### src/hdl/eip_pkg.sv
// Shared types and constants for the Ethernet/IPv4/L4 header parser.
// No dependencies; imported by eip_parse, eip_out_stage, the top module and the testbench.
package eip_pkg;

    typedef enum logic [1:0] {
        ST_OK        = 2'd0,
        ST_NOT_IPV4  = 2'd1,
        ST_BAD_PROTO = 2'd2,
        ST_TRUNC     = 2'd3
    } t_status;

    typedef struct packed {
        t_status     status;
        logic [7:0]  protocol;
        logic [31:0] src_ip;
        logic [31:0] dst_ip;
        logic [15:0] src_port;
        logic [15:0] dst_port;
        logic [7:0]  payload_offset;
        logic [15:0] payload_length;
        logic [15:0] frame_length;
    } t_result;

    localparam logic [15:0] ETH_HDR_BYTES  = 16'd14;
    localparam logic [15:0] ETHERTYPE_IPV4 = 16'h0800;
    localparam logic [15:0] PROTO_MIN_LEN  = 16'd24;
    localparam logic [7:0]  PROTO_TCP      = 8'd6;
    localparam logic [7:0]  PROTO_UDP      = 8'd17;
    localparam logic [3:0]  MIN_HDR_WORDS  = 4'd5;
    localparam logic [7:0]  UDP_HDR_BYTES  = 8'd8;
    localparam logic [7:0]  TCP_MIN_BYTES  = 8'd20;

    // fixed byte positions within the frame
    localparam logic [15:0] POS_ETYPE_HI = 16'd12;
    localparam logic [15:0] POS_ETYPE_LO = 16'd13;
    localparam logic [15:0] POS_IHL      = 16'd14;
    localparam logic [15:0] POS_PROTO    = 16'd23;
    localparam logic [15:0] POS_SRC_IP   = 16'd26;
    localparam logic [15:0] POS_DST_IP   = 16'd30;
    localparam logic [15:0] POS_L4_MIN   = 16'd34;

endpackage

### src/hdl/eip_in_stage.sv
// Input register of the header parser: holds one byte item and its last mark.
// Depends on nothing beyond its ports.
module eip_in_stage (
    input  logic       i_clk,
    input  logic       i_rst_n,
    input  logic       i_valid,
    input  logic [7:0] i_data_byte,
    input  logic       i_last_byte,
    input  logic       i_move,
    output logic       o_stall,
    output logic       o_s1_valid,
    output logic [7:0] o_s1_data,
    output logic       o_s1_last
);

    logic       r_valid;
    logic [7:0] r_data;
    logic       r_last;
    logic       n_valid;
    logic       accept;

    assign o_stall = r_valid && !i_move;
    assign accept  = i_valid && !o_stall;

    always_comb begin
        n_valid = r_valid;
        if (accept) begin
            n_valid = 1'b1;
        end else if (i_move) begin
            n_valid = 1'b0;
        end
    end

    always_ff @(posedge i_clk) begin
        if (!i_rst_n) begin
            r_valid <= 1'b0;
        end else begin
            r_valid <= n_valid;
        end
    end

    always_ff @(posedge i_clk) begin
        if (accept) begin
            r_data <= i_data_byte;
            r_last <= i_last_byte;
        end
    end

    assign o_s1_valid = r_valid;
    assign o_s1_data  = r_data;
    assign o_s1_last  = r_last;

`ifndef SYNTHESIS
    a_move_needs_item: assert property (@(posedge i_clk) disable iff (!i_rst_n)
        i_move |-> r_valid)
        else $error("input stage moved without an item");

    a_held_when_blocked: assert property (@(posedge i_clk) disable iff (!i_rst_n)
        r_valid && !i_move |=> r_valid && $stable(r_data) && $stable(r_last))
        else $error("blocked input item lost");
`endif

endmodule

### src/hdl/eip_parse.sv
// Frame state of the header parser: byte counter, captured header fields and
// the end-of-frame result. Depends on eip_pkg.
module eip_parse #(
    parameter int MAX_FRAME_BYTES = 65535
) (
    input  logic             i_clk,
    input  logic             i_rst_n,
    input  logic             i_step,
    input  logic [7:0]       i_data,
    input  logic             i_last,
    output logic             o_res_valid,
    output eip_pkg::t_result o_res
);

    import eip_pkg::*;

    localparam logic [15:0] MAX_CNT = 16'(MAX_FRAME_BYTES);

    logic [15:0] r_byte_count, n_byte_count;
    logic [15:0] r_ether_kind, n_ether_kind;
    logic [3:0]  r_ihl,        n_ihl;
    logic [7:0]  r_proto,      n_proto;
    logic [31:0] r_src_addr,   n_src_addr;
    logic [31:0] r_dst_addr,   n_dst_addr;
    logic [15:0] r_src_port,   n_src_port;
    logic [15:0] r_dst_port,   n_dst_port;
    logic [7:0]  r_l4_end,     n_l4_end;

    logic        take;
    logic [7:0]  l4s;
    logic [15:0] l4s_w;
    logic [3:0]  doff;
    t_status     status;

    assign take  = r_byte_count < MAX_CNT;
    // transport header start: 14 + 4*IHL
    assign l4s   = 8'(ETH_HDR_BYTES) + {2'b00, r_ihl, 2'b00};
    assign l4s_w = {8'h00, l4s};
    assign doff  = (i_data[7:4] < MIN_HDR_WORDS) ? MIN_HDR_WORDS : i_data[7:4];

    always_comb begin
        n_byte_count = r_byte_count;
        n_ether_kind = r_ether_kind;
        n_ihl        = r_ihl;
        n_proto      = r_proto;
        n_src_addr   = r_src_addr;
        n_dst_addr   = r_dst_addr;
        n_src_port   = r_src_port;
        n_dst_port   = r_dst_port;
        n_l4_end     = r_l4_end;
        if (take) begin
            n_byte_count = r_byte_count + 16'd1;
            if (r_byte_count == POS_ETYPE_HI) begin
                n_ether_kind = {i_data, 8'h00};
            end else if (r_byte_count == POS_ETYPE_LO) begin
                n_ether_kind = r_ether_kind | {8'h00, i_data};
            end else if (r_byte_count == POS_IHL) begin
                n_ihl = (i_data[3:0] < MIN_HDR_WORDS) ? MIN_HDR_WORDS : i_data[3:0];
            end else if (r_byte_count == POS_PROTO) begin
                n_proto = i_data;
                if (i_data == PROTO_UDP) begin
                    n_l4_end = l4s + UDP_HDR_BYTES;
                end else if (i_data == PROTO_TCP) begin
                    n_l4_end = l4s + TCP_MIN_BYTES;
                end else begin
                    n_l4_end = 8'h00;
                end
            end else if (r_byte_count >= POS_SRC_IP && r_byte_count < POS_DST_IP) begin
                n_src_addr = {r_src_addr[23:0], i_data};
            end else if (r_byte_count >= POS_DST_IP && r_byte_count < POS_L4_MIN) begin
                n_dst_addr = {r_dst_addr[23:0], i_data};
            end

            if (r_byte_count >= POS_L4_MIN) begin
                if (r_byte_count == l4s_w || r_byte_count == l4s_w + 16'd1) begin
                    n_src_port = {r_src_port[7:0], i_data};
                end else if (r_byte_count == l4s_w + 16'd2
                             || r_byte_count == l4s_w + 16'd3) begin
                    n_dst_port = {r_dst_port[7:0], i_data};
                end else if (r_byte_count == l4s_w + 16'd12 && r_proto == PROTO_TCP) begin
                    // TCP data offset sets the real header end
                    n_l4_end = l4s + {2'b00, doff, 2'b00};
                end
            end
        end
    end

    // result uses the state as it stands after this byte
    always_comb begin
        if (n_byte_count < ETH_HDR_BYTES) begin
            status = ST_TRUNC;
        end else if (n_ether_kind != ETHERTYPE_IPV4) begin
            status = ST_NOT_IPV4;
        end else if (n_byte_count < PROTO_MIN_LEN) begin
            status = ST_TRUNC;
        end else if (n_proto != PROTO_TCP && n_proto != PROTO_UDP) begin
            status = ST_BAD_PROTO;
        end else if (n_byte_count < {8'h00, n_l4_end}) begin
            status = ST_TRUNC;
        end else begin
            status = ST_OK;
        end
    end

    always_comb begin
        o_res              = '0;
        o_res.status       = status;
        o_res.frame_length = n_byte_count;
        if (status == ST_OK) begin
            o_res.protocol       = n_proto;
            o_res.src_ip         = n_src_addr;
            o_res.dst_ip         = n_dst_addr;
            o_res.src_port       = n_src_port;
            o_res.dst_port       = n_dst_port;
            o_res.payload_offset = n_l4_end;
            o_res.payload_length = n_byte_count - {8'h00, n_l4_end};
        end
    end

    assign o_res_valid = i_step && i_last;

    always_ff @(posedge i_clk) begin
        if (!i_rst_n || (i_step && i_last)) begin
            r_byte_count <= '0;
            r_ether_kind <= '0;
            r_ihl        <= '0;
            r_proto      <= '0;
            r_src_addr   <= '0;
            r_dst_addr   <= '0;
            r_src_port   <= '0;
            r_dst_port   <= '0;
            r_l4_end     <= '0;
        end else if (i_step) begin
            r_byte_count <= n_byte_count;
            r_ether_kind <= n_ether_kind;
            r_ihl        <= n_ihl;
            r_proto      <= n_proto;
            r_src_addr   <= n_src_addr;
            r_dst_addr   <= n_dst_addr;
            r_src_port   <= n_src_port;
            r_dst_port   <= n_dst_port;
            r_l4_end     <= n_l4_end;
        end
    end

`ifndef SYNTHESIS
    a_clear_after_last: assert property (@(posedge i_clk) disable iff (!i_rst_n)
        i_step && i_last |=> r_byte_count == 16'd0 && r_l4_end == 8'd0)
        else $error("frame state not cleared after last byte");

    a_count_bounded: assert property (@(posedge i_clk) disable iff (!i_rst_n)
        r_byte_count <= MAX_CNT)
        else $error("byte counter past frame limit");

    a_error_fields_zero: assert property (@(posedge i_clk) disable iff (!i_rst_n)
        o_res_valid && o_res.status != ST_OK |->
            o_res.payload_offset == 8'd0 && o_res.src_ip == 32'd0
            && o_res.payload_length == 16'd0)
        else $error("failed frame carries header fields");
`endif

endmodule

### src/hdl/eip_out_stage.sv
// Result register of the header parser, held while the receiver stalls.
// Depends on eip_pkg.
module eip_out_stage (
    input  logic             i_clk,
    input  logic             i_rst_n,
    input  logic             i_load,
    input  eip_pkg::t_result i_res,
    input  logic             i_stall,
    output logic             o_free,
    output logic             o_valid,
    output eip_pkg::t_result o_res
);

    import eip_pkg::*;

    logic    r_valid;
    logic    n_valid;
    t_result r_res;

    assign o_free = !r_valid || !i_stall;

    always_comb begin
        n_valid = r_valid;
        if (i_load) begin
            n_valid = 1'b1;
        end else if (!i_stall) begin
            n_valid = 1'b0;
        end
    end

    always_ff @(posedge i_clk) begin
        if (!i_rst_n) begin
            r_valid <= 1'b0;
        end else begin
            r_valid <= n_valid;
        end
    end

    always_ff @(posedge i_clk) begin
        if (i_load) begin
            r_res <= i_res;
        end
    end

    assign o_valid = r_valid;
    assign o_res   = r_res;

`ifndef SYNTHESIS
    a_no_overwrite: assert property (@(posedge i_clk) disable iff (!i_rst_n)
        i_load |-> o_free)
        else $error("result register overwritten while stalled");

    a_keep_stalled: assert property (@(posedge i_clk) disable iff (!i_rst_n)
        r_valid && i_stall |=> r_valid)
        else $error("stalled result dropped");
`endif

endmodule

### src/hdl/eth_ipv4_l4_header_parser.sv
// Ethernet / IPv4 / TCP-UDP header parser, one frame byte per item.
//
// Input channel: i_valid / o_stall with i_data_byte and i_last_byte; an item
// is accepted at a rising edge with i_valid high and o_stall low. Bytes come
// in wire order; i_last_byte marks the final byte of a frame.
// Output channel: o_valid / i_stall; one result item per frame with status,
// protocol, IP addresses, ports, payload offset/length and frame length.
// Throughput: one byte per cycle while no last byte waits for a free result
// register; parsing between the input and result registers is combinational.
// A frame's result passes from the input register through the parse step into
// the result register after its last byte is accepted, then shows on o_valid.
// While a result waits under i_stall, non-last bytes keep flowing in; a last
// byte waits in the input register until the result register frees, and
// o_stall is raised only while it waits.
// Reset (i_rst_n low, synchronous): both registers empty, frame state zero.
// Frame length saturates at MAX_FRAME_BYTES; later bytes are not examined.
module eth_ipv4_l4_header_parser #(
    parameter int MAX_FRAME_BYTES = 65535
) (
    input  logic        i_clk,
    input  logic        i_rst_n,
    input  logic        i_valid,
    output logic        o_stall,
    input  logic [7:0]  i_data_byte,
    input  logic        i_last_byte,
    output logic        o_valid,
    input  logic        i_stall,
    output logic [1:0]  o_status,
    output logic [7:0]  o_protocol,
    output logic [31:0] o_src_ip,
    output logic [31:0] o_dst_ip,
    output logic [15:0] o_src_port,
    output logic [15:0] o_dst_port,
    output logic [7:0]  o_payload_offset,
    output logic [15:0] o_payload_length,
    output logic [15:0] o_frame_length
);

    import eip_pkg::*;

    logic       s1_valid;
    logic [7:0] s1_data;
    logic       s1_last;
    logic       move;
    logic       out_free;
    logic       res_valid;
    t_result    res;
    t_result    out_res;

    // a non-last byte only updates state; a last byte needs the result slot
    assign move = s1_valid && (!s1_last || out_free);

    eip_in_stage u_in (
        .i_clk       (i_clk),
        .i_rst_n     (i_rst_n),
        .i_valid     (i_valid),
        .i_data_byte (i_data_byte),
        .i_last_byte (i_last_byte),
        .i_move      (move),
        .o_stall     (o_stall),
        .o_s1_valid  (s1_valid),
        .o_s1_data   (s1_data),
        .o_s1_last   (s1_last)
    );

    eip_parse #(
        .MAX_FRAME_BYTES (MAX_FRAME_BYTES)
    ) u_parse (
        .i_clk       (i_clk),
        .i_rst_n     (i_rst_n),
        .i_step      (move),
        .i_data      (s1_data),
        .i_last      (s1_last),
        .o_res_valid (res_valid),
        .o_res       (res)
    );

    eip_out_stage u_out (
        .i_clk   (i_clk),
        .i_rst_n (i_rst_n),
        .i_load  (res_valid),
        .i_res   (res),
        .i_stall (i_stall),
        .o_free  (out_free),
        .o_valid (o_valid),
        .o_res   (out_res)
    );

    assign o_status         = out_res.status;
    assign o_protocol       = out_res.protocol;
    assign o_src_ip         = out_res.src_ip;
    assign o_dst_ip         = out_res.dst_ip;
    assign o_src_port       = out_res.src_port;
    assign o_dst_port       = out_res.dst_port;
    assign o_payload_offset = out_res.payload_offset;
    assign o_payload_length = out_res.payload_length;
    assign o_frame_length   = out_res.frame_length;

`ifndef SYNTHESIS
    a_last_waits: assert property (@(posedge i_clk) disable iff (!i_rst_n)
        s1_valid && s1_last && o_valid && i_stall |-> !move)
        else $error("last byte parsed while result slot full");

    a_body_flows: assert property (@(posedge i_clk) disable iff (!i_rst_n)
        s1_valid && !s1_last |-> move && !o_stall)
        else $error("non-last byte blocked");

    a_result_follows_last: assert property (@(posedge i_clk) disable iff (!i_rst_n)
        move && s1_last |=> o_valid)
        else $error("no result after last byte");
`endif

endmodule

### config.mk
export PLATFORM = sky130hd
export DESIGN_NAME = eth_ipv4_l4_header_parser
export DESIGN_NICKNAME = d
export VERILOG_FILES = /design/src/hdl/eip_pkg.sv /design/src/hdl/eip_in_stage.sv /design/src/hdl/eip_parse.sv /design/src/hdl/eip_out_stage.sv /design/src/hdl/eth_ipv4_l4_header_parser.sv
export SDC_FILE = /design/constraint.sdc
export NUM_CORES = 1
export LEC_CHECK = 0
export ABC_AREA = 1
export BUFFER_PORTS_ARGS = -buffer_cell sky130_fd_sc_hd__buf_4
export CAP_MARGIN = 30
export CORE_MARGIN = 2
export CORE_UTILIZATION = 38
export DETAILED_ROUTE_END_ITERATION = 8
export PLACE_DENSITY = 0.52
export SYNTH_ARGS = -nofsm -noshare
export SYNTH_HDL_FRONTEND = slang
export SYNTH_SLANG_ARGS = --single-unit
### constraint.sdc
create_clock -name i_clk -period 6.3 [get_ports i_clk]
set_input_delay 1.26 -clock i_clk [delete_from_list [all_inputs] [get_ports i_clk]]
set_output_delay 1.26 -clock i_clk [all_outputs]
set_load 0.01 [all_outputs]
* Yosys cells after proc, flatten, opt, wreduce, memory -nomap -nowiden *
Index checks and enable logic that the tools add are counted.

word-level totals
  output and inout port bits = 148
  register bits after elaboration = 305
  input port bits = 13
  word-level logic and storage cells = 135

operators by class
  magnitude comparators = 11
  bitwise gates (word level) = 3
  reductions and logical operators = 22
  add/subtract/negate cells = 10
  muxes and demuxes = 51
  equal/unequal tests = 16

operator list
  cell                                                                           number
  32-bit two-way mux                                                             13
  16-bit two-way mux                                                             11
  8-bit two-way mux                                                              16
  16-bit == test                                                                 4
  16-bit by 4-bit == test with 1-bit output, second input constant               3
  16-bit by 5-bit >= comparator with 1-bit output, second input constant         2
  16-bit by 5-bit less-than comparator with 1-bit output, second input constant  2
  8-bit by 2-bit adder with 9-bit output, second input constant                  2
  16-bit by 1-bit adder with 16-bit output, second input constant                1
  16-bit by 5-bit == test with 1-bit output, second input constant               1
  16-bit by 8-bit == test with 1-bit output                                      1
  8-bit by 3-bit == test with 1-bit output, second input constant                2
  16-bit by 6-bit >= comparator with 1-bit output, second input constant         1
  16-bit less-than comparator, second input constant                             1
  16-bit by 4-bit less-than comparator with 1-bit output, second input constant  1
  16-bit by 6-bit less-than comparator with 1-bit output, second input constant  1
  16-bit by 8-bit less-than comparator with 1-bit output                         1
  16-bit by 12-bit != test with 1-bit output, second input constant              1
  16-bit by 8-bit bitwise OR with 16-bit output                                  1
  16-bit by 8-bit subtractor with 16-bit output                                  1
  2-bit two-way mux                                                              5
  8-bit by 1-bit adder with 9-bit output, second input constant                  1
  8-bit by 4-bit adder with 9-bit output, second input constant                  1
  8-bit by 4-bit adder with 8-bit output, second input constant                  1
  other kinds (17)                                                               39

* Depth between registers and ports, before layout *
  depth in word-level cells = 20
  depth in mapped cells = 30
  depth with buffers taken out = 28

* Hierarchy *
From an unflattened synthesis, not the netlist that was laid out.

unflattened totals
  cell total of the unflattened synthesis = 1,905
  area, all modules = 15,207.1 µm²

by module, submodules not included
  module                     area each (µm²)  cells each  times used
  eip_parse                  10,443.8         1,734       1
  eip_out_stage              4,426.7          151         1
  eip_in_stage               320.3            17          1
  eth_ipv4_l4_header_parser  16.3             3           1

* Least setup slack after synthesis *
No wires, ideal clock.

  path kind = input -> register
  start point = input port i_stall
  end point = register u_out.r_res (netlist bit u_out.o_res[0]), enable pin
  buffers on the path = 0
  arrival = 4,497 ps
  slack = 1,303 ps
  stages = 7
  data required time = 5,800 ps
  cell sequence = nand2_1 > inv_1 > nand2_1 > nand2_1 > clkinv_1 > nand2_1 > inv_1

between the ends
  cells in the longest elaborated chain, start to end = 5

RTL lines
  what                    RTL line                         RTL
  start: declaration      eth_ipv4_l4_header_parser.sv:27  input logic i_stall,
  1-bit zero test         eip_out_stage.sv:20              assign o_free = !r_valid || !i_stall;
  1-bit logical OR        eip_out_stage.sv:20
  1-bit logical OR        eth_ipv4_l4_header_parser.sv:51  assign move = s1_valid && (!s1_last || out_free);
  1-bit logical AND       eth_ipv4_l4_header_parser.sv:51
  1-bit logical AND       eip_parse.sv:120                 assign o_res_valid = i_step && i_last;
  via res_valid           eth_ipv4_l4_header_parser.sv:46  logic res_valid;
  end signal: assignment  eip_out_stage.sv:41              r_res <= i_res;
  end: declaration        eip_out_stage.sv:18              t_result r_res;

The timed path passes the listed nets, and every way through them passes these cells.
A chain may end at the register's enable or synchronous reset.

* Worst setup path after layout *
  start point = register u_parse.r_ihl[0]
  end point = register u_out.r_res (netlist bit u_out.o_res[55]), data pin

between the ends
  elaborated cells between the ends (all ways) = 38
  classes of those cells = add/sub: 8; order compare: 1; eq/ne: 5; mux: 20; reduce/logical: 4

RTL lines
  what                                                      RTL line          RTL
  start: declaration                                        eip_parse.sv:21   logic [3:0] r_ihl, n_ihl;
  start signal: assignment                                  eip_parse.sv:136  r_ihl <= n_ihl;
  4-bit by 6-bit adder with 7-bit output *                  eip_parse.sv:37   assign l4s = 8'(ETH_HDR_BYTES) + {2'b00, r_ihl, 2'b00};
  8-bit by 4-bit adder with 9-bit output                    eip_parse.sv:80   end else if (r_byte_count == l4s_w + 16'd12 && r_proto == PROTO_TCP) begin
  16-bit == test                                            eip_parse.sv:80
  1-bit logical AND                                         eip_parse.sv:80
  8-bit two-way mux                                         eip_parse.sv:80
  8-bit two-way mux                                         eip_parse.sv:77   end else if (r_byte_count == l4s_w + 16'd2
  8-bit two-way mux *                                       eip_parse.sv:75   if (r_byte_count == l4s_w || r_byte_count == l4s_w + 16'd1) begin
  8-bit two-way mux *                                       eip_parse.sv:74   if (r_byte_count >= POS_L4_MIN) begin
  8-bit two-way mux *                                       eip_parse.sv:51   if (take) begin
  via u_parse.n_l4_end[0]                                   eip_parse.sv:27   logic [7:0] r_l4_end, n_l4_end;
  16-bit by 8-bit less-than comparator with 1-bit output *  eip_parse.sv:98   end else if (n_byte_count < {8'h00, n_l4_end}) begin
  2-bit two-way mux *                                       eip_parse.sv:98
  2-bit two-way mux *                                       eip_parse.sv:96   end else if (n_proto != PROTO_TCP && n_proto != PROTO_UDP) begin
  2-bit two-way mux *                                       eip_parse.sv:94   end else if (n_byte_count < PROTO_MIN_LEN) begin
  2-bit two-way mux *                                       eip_parse.sv:92   end else if (n_ether_kind != ETHERTYPE_IPV4) begin
  2-bit two-way mux *                                       eip_parse.sv:90   if (n_byte_count < ETH_HDR_BYTES) begin
  2-bit zero test *                                         eip_parse.sv:109  if (status == ST_OK) begin

Mark *: on every way through the listed nets, which the timed path passes. The rest lies on a longest branch.

==> metrics.md <==
| Metric | Value |
|---|---|
| CP required | `6.57 ns` |
| Skew final | `0.0301 ns` |
| CTS root buf | `clkbuf_16` |
| Top cells by area, synth | `edfxtp_1, dfxtp_1, nand2_1, inv_1, o21ai_0` |
| Clk pin slew, worst setup/hold paths | `0.06 ns` |
| P_leak | `7.87 nW` |
| DIE WIDTH | `204 um` |
| Slew Limit Fails | `0` |
| Setup ws final | `0.666 ns` |
| Sequential area share after synthesis | `50.2%` |
| Final net count | `2,067` |
| Buffers on Ports | `160` |
| Rel. slew slack | `33.5%` |
| DP HPWL | `26,500 um` |
| Met2 usage | `30.0%` |
| Clk_lat worst skew | `0.56 ns` |
| Core Region | `39,600 um^2` |
| Top Usage Layer GRT | `met2` |
| First-pass GRT wire length | `63,000 um` |
| Antenna diodes | `0` |
| Fillers | `3,994` |
| RSZ-0062 raised after global routing | `false` |
| Mapped Cells | `1,902` |
| DRT Pass-1 Iters | `5` |
| Worst path max stage delay | `0.45 ns` |
| Cells resized by post-CTS repair | `0` |
| CP max FO | `39` |
| Die ar. | `41,800 um^2` |
| Mean post-synth cell area | `8.02 um^2` |
| Layout area overhead | `18.2%` |
| Via count | `12.3k` |
| Tmin final | `5.63 ns` |
| I/O pin count | `161` |
| Cell taking the most area after synthesis | `edfxtp_1` |
| CTS sink cnt | `305` |
| FFs w/ async S/R, synth | `0%` |
| CTS max path bufs | `3` |
| M3 GR Usage | `3.16%` |
| Vias in the first global route | `11.6k` |
| Worst EP arrival | `5.91 ns` |
| # rows | `73` |
| GPL Wtd Cong | `0.873` |
| Setup Crit Path Kind | `reg -> reg` |
| Largest net degree at the start of global routing | `111` |
| Gr ovfl total | `0` |
| Slowest cell on the critical path | `dfxtp_1` |
| Worst path bufs/invs | `6` |
| Highest clock rate | `177 MHz` |
| TritonCTS clock tree | `done` |
| Final ANT Viol Nets | `0` |
| Max VDD drop | `0.175 mV` |
| Met1 GRT Util | `27.0%` |
| EDFF count, synth | `155` |
| Final critical-path share of the clock period | `89.4%` |
| Post-DR wirelength/cell | `15.2 um` |
| Post-synth top flop | `edfxtp_1` |
| Total track usage | `19.1%` |
| Pre-CTS WS | `0.658 ns` |
| Setup Viol. Count Final | `0` |
| Crit path launch type | `register` |
| Post-synth cell types | `47` |
| Placed cell area | `16,900 um^2` |
| Status | `finished clean` |
| Iter 0 DRT Violations | `795` |
| Syn Std Cell Area | `15,300 um^2` |
| Delay-heaviest family, CP | `simple AND/OR/NAND/NOR gates` |
| Final count of hold timing violations | `0` |
| Pwr/cell area | `264 nW/um^2` |
| Num CTS Buffers | `35` |
| Max-cap violations | `0` |
| Worst slew pin tran | `0.998 ns` |
| DR DRC count | `0` |
| Final wirelength | `39,300 um` |
| Yosys top cell area share | `30.5%` |
| Worst Hold Class | `reg -> reg` |
| Design Area, Final | `18,000 um^2` |
| Avg Vias per Cell | `4.76` |
| CTS Hold Bufs | `0` |
| H-tree levels | `2` |
| CP endpoint kind | `register` |
| Initial Util | `38.5%` |
| Synth Warn # | `0` |
| Die span in y | `204 um` |
| Post-CTS Setup Bufs | `0` |
| TNS Setup | `0 ns` |
| WHS | `0.443 ns` |
| Layout cells sized above 1 | `16.0%` |
| Synthesized flop and latch total | `305` |
| Initial antenna violation count | `0` |
worst reg2reg max path, delay by kind of cell (launching register included):
kind / cells / cell delay [ns]
AO/OA/AOI/OAI: 3 / 0.63
adder cells (fa/ha/maj): 4 / 1.05
buffers and inverters: 6 / 0.96
flip-flops: 1 / 0.45
AND/OR/NAND/NOR: 15 / 2.30
stage by stage:
stage	instances	utilization, %	power (mW)
6_report	2583	45.5	4.76
5_1_grt	2583	45.5	4.97
4_1_cts	2581	45.4	4.81
3_5_place_dp	2517	42.6	2.85
3_3_place_gp	2515	42.5	2.83
2_1_floorplan	1905	-	2.67
layer usage:
layer	vias up	routed length (um)
met5	-	0
met4	0	835
met3	52	2130
met2	287	17500
met1	5639	18800
li1	6327	-
placed cells by master, fill, tap and decap left out, types with 3 or more instances in the layout:
cell and n:
conb_1 4, a21oi_1 124, nand2_1 373, dfxtp_1 150, ha_1 21, nand2_2 6
nand4_1 32, or2_2 3, clkinv_1 8, nor2_4 14, inv_1 360, o211ai_1 36
o21ai_1 6, nor2_2 59, xnor2_1 5, nand3_2 5, clkbuf_1 14, nand3_1 53
edfxtp_1 155, buf_4 175, buf_16 4, nor2_1 130, inv_2 4, nand3b_1 3
xor2_1 22, o21ai_0 206, nor3_1 11, clkbuf_16 36, o21ai_2 3
kinds of logic (layout without fill, tap and decap cells):
| logic type | Yosys count | count (layout) | synth area share, % |
|---|---|---|---|
| simple gates | 698 | 698 | 20.6 |
| buf+inv | 460 | 613 | 12.0 |
| compound gates | 386 | 386 | 13.5 |
| flops | 305 | 305 | 50.2 |
| xor+xnor | 27 | 27 | 1.55 |
| fa+ha+maj | 23 | 23 | 1.98 |
| mux | 2 | 2 | 0.131 |
| other cells | 1 | 4 | 0.0246 |
sequential cells by signal (all words and copies together), names as in the netlist:
register,flops
u_parse.r_dst_addr,32
u_parse.r_dst_port,16
u_parse.r_byte_count,16
u_out.o_res,146
u_parse.r_src_addr,32
u_parse.r_src_port,16
u_parse.r_ihl,4
u_parse.r_ether_kind,16
u_in.o_s1_valid,1
u_in.o_s1_data,8
u_parse.r_proto,8
u_parse.r_l4_end,8
u_in.o_s1_last,1
u_out.o_valid,1
power breakdown:
group          internal [mW]  switching (mW)
Sequential              2.17          0.0512
Clock                   1.12           0.834
Combinational          0.188           0.399
synthesized netlist by cell type, types with 3 or more instances:
master and instances:
a21oi_1 124, buf_1 3, buf_2 16, buf_4 3
buf_6 4, buf_8 4, clkbuf_1 61, clkinv_1 4
dfxtp_1 150, edfxtp_1 155, ha_1 21, inv_1 361
inv_2 3, nand2_1 376, nand2_2 4, nand3_1 54
nand3_2 4, nand3b_1 3, nand4_1 32, nor2_1 130
nor2_2 59, nor2_4 14, nor3_1 11, o211ai_1 36
o21ai_0 206, o21ai_1 6, o21ai_2 3, or2_2 3
xnor2_1 5, xor2_1 22
final cells by class:
class	count	area (um^2)	share of cell area (%)
multi-input combinational	1140	5790	32.1
sequential	305	7660	42.4
tap	525	657	3.64
timing repair buffer	181	1460	8.12
clock buffer	52	981	5.44
inverter	368	1390	7.70
clock inverter	12	96.3	0.534
path summary, 6_finish.rpt:
| check | to | cells after the start | startpoint | slack (ns) |
|---|---|---|---|---|
| hold reg to reg | u_parse.r_l4_end[0]$_SDFFE_PP0P_ | 2 | u_parse.r_l4_end[0]$_SDFFE_PP0P_ | 0.44 |
| setup / recovery | u_out.o_res[55]$_SDFFCE_PP0P_ | 28 | u_parse.r_ihl[0]$_SDFFE_PP0P_ | 0.67 |
| setup reg to reg | u_out.o_res[55]$_SDFFCE_PP0P_ | 28 | u_parse.r_ihl[0]$_SDFFE_PP0P_ | 0.67 |
| hold / removal | u_parse.r_l4_end[0]$_SDFFE_PP0P_ | 2 | u_parse.r_l4_end[0]$_SDFFE_PP0P_ | 0.44 |
(Power assumes the default switching activity.)
